`config.mk`:
```
export PLATFORM = sky130hd
export DESIGN_NAME = radix_string_to_integer_unit
export DESIGN_NICKNAME = d
export VERILOG_FILES = /design/src/sv/rstoi_pkg.sv /design/src/sv/rstoi_csr.sv /design/src/sv/rstoi_lookup.sv /design/src/sv/rstoi_parse.sv /design/src/sv/radix_string_to_integer_unit.sv
export SDC_FILE = /design/constraint.sdc
export NUM_CORES = 2
export LEC_CHECK = 0
export BUFFER_PORTS_ARGS = -buffer_cell sky130_fd_sc_hd__buf_2
export CAP_MARGIN = 20
export CORE_AREA = 5 5 358 184
export DETAILED_ROUTE_END_ITERATION = 10
export DIE_AREA = 0 0 363 189
export GPL_ROUTABILITY_DRIVEN = 1
export GPL_TIMING_DRIVEN = 0
export PLACE_DENSITY = 0.62
export SLEW_MARGIN = 20
export SYNTH_ARGS = -nofsm -noshare
export SYNTH_HDL_FRONTEND = slang
export SYNTH_SLANG_ARGS = --single-unit
```
`constraint.sdc`:
```
create_clock -name clock -period 12.7 [get_ports clock]
set_input_delay 0.635 -clock clock [delete_from_list [all_inputs] [get_ports clock]]
set_output_delay 0.635 -clock clock [all_outputs]
set_load 0.05 [all_outputs]
```
`src/sv/rstoi_pkg.sv`:
```
package rstoi_pkg;

   localparam int MaxDigits  = 16;
   localparam int AlphaChars = 16;
   localparam int CharWidth  = 8;
   localparam int LenWidth   = 5;
   localparam int DigitWidth = 4;
   localparam int ValueWidth = 32;
   localparam int CsrDataWidth  = 64;
   localparam int CsrIndexWidth = 2;

   localparam logic [CsrIndexWidth-1:0] CsrAlphaLow  = 2'd0;
   localparam logic [CsrIndexWidth-1:0] CsrAlphaHigh = 2'd1;
   localparam logic [CsrIndexWidth-1:0] CsrAlphaLen  = 2'd2;

   localparam logic [CharWidth-1:0] CharNul   = 8'd0;
   localparam logic [CharWidth-1:0] CharTab   = 8'd9;
   localparam logic [CharWidth-1:0] CharCr    = 8'd13;
   localparam logic [CharWidth-1:0] CharSpace = 8'd32;
   localparam logic [CharWidth-1:0] CharPlus  = 8'd43;
   localparam logic [CharWidth-1:0] CharMinus = 8'd45;

   localparam logic [1:0] PhaseSpace = 2'd0;
   localparam logic [1:0] PhaseSign  = 2'd1;
   localparam logic [1:0] PhaseDigit = 2'd2;
   localparam logic [1:0] PhaseDone  = 2'd3;

   typedef logic [CharWidth-1:0] char_type;

   typedef struct packed {
      logic [AlphaChars-1:0][CharWidth-1:0] chars;
      logic [LenWidth-1:0]                  length;
   } alphabet_type;

   typedef struct packed {
      logic                  ok;
      logic                  hit;
      logic [DigitWidth-1:0] digit;
   } lookup_type;

   function automatic logic is_space(input char_type c);
      return (c == CharSpace) || ((c >= CharTab) && (c <= CharCr));
   endfunction

endpackage

```
`src/sv/rstoi_csr.sv`:
```
module rstoi_csr (
   input  logic                                    clock,
   input  logic                                    reset,
   input  logic                                    csr_valid,
   output logic                                    csr_ready,
   input  logic [rstoi_pkg::CsrIndexWidth-1:0]     csr_index,
   input  logic [rstoi_pkg::CsrDataWidth-1:0]      csr_data,
   output rstoi_pkg::alphabet_type                 alphabet
);
   import rstoi_pkg::*;

   logic [CsrDataWidth-1:0] alpha_low_ff, alpha_low_in;
   logic [CsrDataWidth-1:0] alpha_high_ff, alpha_high_in;
   logic [LenWidth-1:0]     alpha_len_ff, alpha_len_in;

   assign csr_ready = 1'b1;

   always_comb begin
      alpha_low_in  = alpha_low_ff;
      alpha_high_in = alpha_high_ff;
      alpha_len_in  = alpha_len_ff;
      if (csr_valid) begin
         unique case (csr_index)
            CsrAlphaLow:  alpha_low_in  = csr_data;
            CsrAlphaHigh: alpha_high_in = csr_data;
            CsrAlphaLen:  alpha_len_in  = csr_data[LenWidth-1:0];
            default: ;
         endcase
      end
   end

   always_ff @(posedge clock) begin
      if (reset) begin
         alpha_low_ff  <= '0;
         alpha_high_ff <= '0;
         alpha_len_ff  <= '0;
      end else begin
         alpha_low_ff  <= alpha_low_in;
         alpha_high_ff <= alpha_high_in;
         alpha_len_ff  <= alpha_len_in;
      end
   end

   always_comb begin
      for (int k = 0; k < AlphaChars / 2; k++) begin
         alphabet.chars[k] = alpha_low_ff[CharWidth*k +: CharWidth];
         alphabet.chars[k + AlphaChars / 2] = alpha_high_ff[CharWidth*k +: CharWidth];
      end
      alphabet.length = alpha_len_ff;
   end

endmodule

```
`src/sv/rstoi_lookup.sv`:
```
module rstoi_lookup (
   input  rstoi_pkg::alphabet_type alphabet,
   input  rstoi_pkg::char_type     text_byte,
   output rstoi_pkg::lookup_type   lookup
);
   import rstoi_pkg::*;

   logic [LenWidth-1:0] limit;

   // digit match, lowest position wins
   assign limit = (alphabet.length > LenWidth'(AlphaChars)) ?
                  LenWidth'(AlphaChars) : alphabet.length;

   // alphabet check: length range, forbidden characters, pairwise duplicates; then the digit match
   always_comb begin
      lookup.ok = (alphabet.length >= LenWidth'(2)) &&
                  (alphabet.length <= LenWidth'(MaxDigits));
      for (int i = 0; i < AlphaChars; i++) begin
         if (LenWidth'(i) < alphabet.length) begin
            if ((alphabet.chars[i] == CharNul) || is_space(alphabet.chars[i]) ||
                (alphabet.chars[i] == CharPlus) || (alphabet.chars[i] == CharMinus)) begin
               lookup.ok = 1'b0;
            end
            for (int j = i + 1; j < AlphaChars; j++) begin
               if ((LenWidth'(j) < alphabet.length) &&
                   (alphabet.chars[j] == alphabet.chars[i])) begin
                  lookup.ok = 1'b0;
               end
            end
         end
      end

      lookup.hit   = 1'b0;
      lookup.digit = '0;
      for (int k = AlphaChars - 1; k >= 0; k--) begin
         if ((LenWidth'(k) < limit) && (alphabet.chars[k] == text_byte)) begin
            lookup.hit   = 1'b1;
            lookup.digit = DigitWidth'(k);
         end
      end
   end

endmodule

```
`src/sv/rstoi_parse.sv`:
```
module rstoi_parse (
   input  logic                                 clock,
   input  logic                                 reset,
   input  logic                                 take,
   input  rstoi_pkg::char_type                  text_byte,
   input  rstoi_pkg::lookup_type                lookup,
   input  logic [rstoi_pkg::LenWidth-1:0]       radix,
   output logic                                 emit,
   output logic [rstoi_pkg::ValueWidth-1:0]     value,
   output logic                                 alphabet_valid
);
   import rstoi_pkg::*;

   logic [1:0]            phase_ff, phase_in;
   logic                  negative_ff, negative_in;
   logic [ValueWidth-1:0] acc_ff, acc_in;
   logic [ValueWidth-1:0] product;
   logic [ValueWidth-1:0] acc_digit;
   logic [1:0]            phase_digit;

   assign product = acc_ff * ValueWidth'(radix);

   always_comb begin
      acc_digit   = acc_ff;
      phase_digit = PhaseDone;
      if (lookup.hit) begin
         acc_digit   = product + ValueWidth'(lookup.digit);
         phase_digit = PhaseDigit;
      end
   end

   always_comb begin
      phase_in    = phase_ff;
      negative_in = negative_ff;
      acc_in      = acc_ff;
      if (take) begin
         if (text_byte == CharNul) begin
            phase_in    = PhaseSpace;
            negative_in = 1'b0;
            acc_in      = '0;
         end else begin
            unique case (phase_ff)
               PhaseSpace, PhaseSign: begin
                  if ((phase_ff == PhaseSpace) && is_space(text_byte)) begin
                     phase_in = PhaseSpace;
                  end else if (text_byte == CharMinus) begin
                     negative_in = ~negative_ff;
                     phase_in    = PhaseSign;
                  end else if (text_byte == CharPlus) begin
                     phase_in = PhaseSign;
                  end else begin
                     acc_in   = acc_digit;
                     phase_in = phase_digit;
                  end
               end
               PhaseDigit: begin
                  acc_in   = acc_digit;
                  phase_in = phase_digit;
               end
               PhaseDone: ;
            endcase
         end
      end
   end

   always_ff @(posedge clock) begin
      if (reset) begin
         phase_ff    <= PhaseSpace;
         negative_ff <= 1'b0;
         acc_ff      <= '0;
      end else begin
         phase_ff    <= phase_in;
         negative_ff <= negative_in;
         acc_ff      <= acc_in;
      end
   end

   assign emit           = take && (text_byte == CharNul);
   assign alphabet_valid = lookup.ok;
   assign value          = !lookup.ok ? '0 : (negative_ff ? ('0 - acc_ff) : acc_ff);

endmodule

```
`src/sv/radix_string_to_integer_unit.sv`:
```
// Radix string to integer unit.
// req channel: one text byte per transaction on req_tdata; a zero byte ends
// the string. rsp channel: one transaction per string, carrying the signed
// 32-bit value on rsp_tdata and the alphabet check flag on rsp_tuser (value
// is zero when the alphabet is rejected). csr channel: index 0 and 1 load
// digit characters 0-7 and 8-15, index 2 the alphabet length (radix).
// Throughput: one byte per cycle while no zero byte waits on rsp. Each byte
// passes an input register, a combinational lookup and a 32x5 multiply-add
// feeding the accumulator, which is the loop that sets the one-byte-per-cycle
// rate. A zero byte passes the input register, then the result register to rsp.
// Reset clears the configuration to zero, the parser state and the valid flags
// of both registers. While rsp is stalled, non-zero bytes keep flowing; a zero
// byte waits in the input register until the pending result is taken, and req
// backs up behind it.
module radix_string_to_integer_unit (
   input  logic                                 clock,
   input  logic                                 reset,
   input  logic                                 req_tvalid,
   output logic                                 req_tready,
   input  logic [7:0]                           req_tdata,  // [7:0] text_byte
   output logic                                 rsp_tvalid,
   input  logic                                 rsp_tready,
   output logic [31:0]                          rsp_tdata,  // [31:0] value
   output logic                                 rsp_tuser,  // [0] alphabet_valid
   input  logic                                 csr_valid,
   output logic                                 csr_ready,
   input  logic [rstoi_pkg::CsrIndexWidth-1:0]  csr_index,
   input  logic [rstoi_pkg::CsrDataWidth-1:0]   csr_data
);
   import rstoi_pkg::*;

   alphabet_type          alphabet;
   lookup_type            lookup;
   logic                  in_valid_ff, in_valid_in;
   char_type              in_byte_ff, in_byte_in;
   logic                  take;
   logic                  emit;
   logic [ValueWidth-1:0] value;
   logic                  alpha_ok;
   logic                  rsp_valid_ff, rsp_valid_in;
   logic [ValueWidth-1:0] rsp_value_ff, rsp_value_in;
   logic                  rsp_ok_ff, rsp_ok_in;

   rstoi_csr u_csr (
      .clock     (clock),
      .reset     (reset),
      .csr_valid (csr_valid),
      .csr_ready (csr_ready),
      .csr_index (csr_index),
      .csr_data  (csr_data),
      .alphabet  (alphabet)
   );

   rstoi_lookup u_lookup (
      .alphabet  (alphabet),
      .text_byte (in_byte_ff),
      .lookup    (lookup)
   );

   rstoi_parse u_parse (
      .clock          (clock),
      .reset          (reset),
      .take           (take),
      .text_byte      (in_byte_ff),
      .lookup         (lookup),
      .radix          (alphabet.length),
      .emit           (emit),
      .value          (value),
      .alphabet_valid (alpha_ok)
   );

   assign take = in_valid_ff &&
                 ((in_byte_ff != CharNul) || !rsp_valid_ff || rsp_tready);
   assign req_tready = !in_valid_ff || take;

   always_comb begin
      in_valid_in = in_valid_ff;
      in_byte_in  = in_byte_ff;
      if (req_tready) begin
         in_valid_in = req_tvalid;
         in_byte_in  = req_tdata;
      end
   end

   always_comb begin
      rsp_valid_in = rsp_valid_ff;
      rsp_value_in = rsp_value_ff;
      rsp_ok_in    = rsp_ok_ff;
      if (emit) begin
         rsp_valid_in = 1'b1;
         rsp_value_in = value;
         rsp_ok_in    = alpha_ok;
      end else if (rsp_tready) begin
         rsp_valid_in = 1'b0;
      end
   end

   always_ff @(posedge clock) begin
      if (reset) begin
         in_valid_ff  <= 1'b0;
         rsp_valid_ff <= 1'b0;
      end else begin
         in_valid_ff  <= in_valid_in;
         rsp_valid_ff <= rsp_valid_in;
      end
      in_byte_ff   <= in_byte_in;
      rsp_value_ff <= rsp_value_in;
      rsp_ok_ff    <= rsp_ok_in;
   end

   assign rsp_tvalid = rsp_valid_ff;
   assign rsp_tdata  = rsp_value_ff;
   assign rsp_tuser  = rsp_ok_ff;

`ifndef SYNTH
   a_reject_zero: assert property (@(posedge clock) disable iff (reset)
      (rsp_tvalid && !rsp_tuser) |-> (rsp_tdata == '0))
      else $error("rejected alphabet with nonzero value");

   a_rsp_from_nul: assert property (@(posedge clock) disable iff (reset)
      $rose(rsp_tvalid) |-> $past(in_valid_ff && (in_byte_ff == CharNul)))
      else $error("result without terminating byte");

   a_accept_moves: assert property (@(posedge clock) disable iff (reset)
      (req_tvalid && req_tready && in_valid_ff) |-> take)
      else $error("input register overwritten before use");

   a_no_overrun: assert property (@(posedge clock) disable iff (reset)
      (emit && rsp_valid_ff) |-> rsp_tready)
      else $error("result register overrun");
`endif

endmodule

```
==> flow_summary.toml <==
[run_status]
status = "complete, no violations"

[timing]
drv_slew = 0
finalCriticalPeriod_ps = 9872
relSlewSlack_pct = 9.364
fmax_ghz = 0.1013
finalSetupViolations = 0
clock-skew-final_ps = 25.45
worstMarginPinSlew_ps = 1360
hold_viol_final = 0
setup_tns_ps = 0
rsz0062_at_grt = "no"
finalCritPeriodShare_pct = 77.73

[min_path]
hold_class = "primary input to flip-flop"

[routing]
drcViolationCount = 0
wl_per_cell_um = 36.54
via_count = 29050
ant_nets = 0
vias_per_cell = 6.499
drtPass1Iterations = 9
drtIter0Drc = 5432
totalWireLength_mm = 163.3

[synth]
synth_adder_area_share_pct = 9.039
synth_area_mm2 = 0.02777
async_flop_share_pct = 0
synth_simple_gate_area_share_pct = 19.98
ys_seq_area_share_pct = 16.69
synth_top_family_by_area = "XOR/XNOR gates"
synth_mux_area_share_pct = 0.2523
synth_edf_count = 41
synth_top_flop_cell = "dfxtp_1"
yosys_warnings = 0
synth_xor_area_share_pct = 36.49
synth_nets = 3694
synth-compound-area-share_pct = 9.174
yosys_register_bits = 211
synthDistinctLibCells = 79
avgSynthCellArea_um2 = 8.012
synthCells = 3466

[global_routing]
grt_first_pass_wirelength_mm = 219.3
grt_use_met3_pct = 31.68
globalRouteMet2Util_pct = 50.28
use_met1_pct = 66.30
grt_pass1_vias = 26020
antenna_found_initial = 5
top_usage_layer = "met1"
grtUsageTotal_pct = 45.81
grt_max_degree = 26
grt_overflow = 0

[die]
core_area_mm2 = 0.06238
start_util_pct = 44.52
die-area_mm2 = 0.06861
io_pins = 115
std_cell_rows = 65
chipWidth_um = 363
die_height_um = 189

[clocking]
holdBufCountCts = 0
cts_tree = "built"
cts_buffers = 24
cts.sinks = 211
htree_levels = 1
clock_path_buffers = 3
clock_latency_ps = 620
postCtsSetupRepairBufs = 0
cts_resized = 0
clkTransAtPathRegs_ps = 90
root_buffer = "clkbuf_16"

[critical_path]
critical_path_arrival_ps = 10370
cp_max_fo = 10
required_ps = 13200
crit_type = "flip-flop to flip-flop"
end_kind = "flip-flop"
cp-start-kind = "flip-flop"

[pwr]
cellLeakagePower_nw = 13.25
power_density_mw_per_mm2 = 71.89
power_mw = 2.176
ir_drop_uv = 81.71

[place]
place_area_mm2 = 0.02951
place_congestion = 1.131
port_buffers = 112
dp.final_hpwl_mm = 119.2

[cells_and_area]
final_cell_mix = "704 x xnor2_1, 453 x xor2_1, 383 x nand2_1, 316 x buf_2, 176 x a21oi_1"
final_common_cell = "xnor2_1"
area_growth_pct = 9.025
final_area_mm2 = 0.03027
layout-drive-gt1-share_pct = 12.84
n_fill_cell = 6242
fin_nets = 3839

[run]
max_cap_violations = 0
## sequential cells by signal, summed over array words and instances (netlist names)
name                 cells
in_byte_ff               8
in_valid_ff              1
rsp_tdata               32
rsp_tuser                1
rsp_tvalid               1
u_csr.alpha_high_ff     64
u_csr.alpha_len_ff       5
u_csr.alpha_low_ff      64
u_parse.acc_ff          32
u_parse.negative_ff      1
u_parse.phase_ff         2
## stage by stage
stage                     setup slack (ps)  hold WS [ps]  utilization [%]  std cells
final                                 2828         189.4            48.53       4469
after global routing                  3066         203.8            48.52       4466
after CTS                             3833         190.5            48.48       4464
after detailed placement              3885         520.5            47.31       4421
after global placement                3912         510.0            47.09       4415
after floorplan                       7072         497.0                -       3466
## power by group
part           total, mW  leakage, nW  switching, mW  internal (mW)
Clock              0.734        0.354          0.360          0.373
Combinational      0.740         11.1          0.502          0.238
Sequential         0.703         1.80        0.00731          0.696
Total               2.18         13.3          0.869           1.31
## synthesized netlist by cell type, types with 26 or more instances
master / count / area share, %
xor2_1: 453 / 14
xnor2_1: 704 / 22
nor4_1: 140 / 3.2
buf_1: 71 / 0.96
nor2_1: 63 / 0.85
inv_1: 82 / 1.1
nand3_1: 61 / 1.1
nor3_2: 29 / 1.0
fa_1: 86 / 6.2
nand4_1: 161 / 3.6
a21oi_1: 177 / 3.2
a31oi_1: 30 / 0.68
ha_1: 63 / 2.8
nor3_1: 71 / 1.3
nand2b_1: 26 / 0.59
dfxtp_1: 170 / 12
nand2_1: 383 / 5.2
buf_2: 198 / 3.6
o21ai_0: 41 / 0.74
clkbuf_1: 94 / 1.3
a22o_1: 35 / 1.1
edfxtp_1: 41 / 4.4
and2_1: 66 / 1.5
## critical path, stage by stage, from the launching register on
cell and delay, ps:
dfxtp_1 320, clkbuf_8 160, clkbuf_1 620, clkbuf_8 410, clkbuf_1 880, clkbuf_1 850, buf_1 560, nand2_1 200
fa_1 570, inv_1 50, fa_1 520, fa_1 490, ha_1 370, nand2_1 120, nor3_1 960, o2111ai_1 640
o211a_1 400, o21ai_0 290, nand2_1 150, a2111oi_0 690, o21ai_0 160, a31o_2 300
## worst paths after layout
kind                                             from                  to  slack (ps)  depth (start not counted)
worst min-delay path                     req_tdata[1]       in_byte_ff[1]         190                          1
worst min register to register             rsp_tvalid          rsp_tvalid         530                          2
worst max-delay path            u_csr.alpha_len_ff[4]  u_parse.acc_ff[30]        2830                         21
worst max register to register  u_csr.alpha_len_ff[4]  u_parse.acc_ff[30]        2830                         21
## area by class of cell
cell class	instances	area, µm²	area share (%)
Antenna cell	4	10.01	0.03306
Buffer	397	2044	6.753
Clock buffer	33	680.7	2.248
Clock inverter	10	50.05	0.1653
Inverter	82	307.8	1.017
Multi-Input combinational cell	2776	20850	68.85
Sequential cell	211	4634	15.31
Tap cell	837	1047	3.459
Timing Repair Buffer	119	654.4	2.162
## layer usage
layer  part of all wire, %  vias up
li1                      -    11840
met1                    43    13880
met2                    31     2883
met3                    21      428
met4                   4.2       18
met5                  0.38        -
## kinds of logic after synthesis
family / Yosys count
AOI/OAI and AO/OA: 396
xor gates and xnor gates: 1157
adders and majority gates: 149
buffers and inverters: 479
DFF: 211
muxes: 7
other: 1
and+or+nand+nor: 1066
Power figures use the tool's default switching activity.
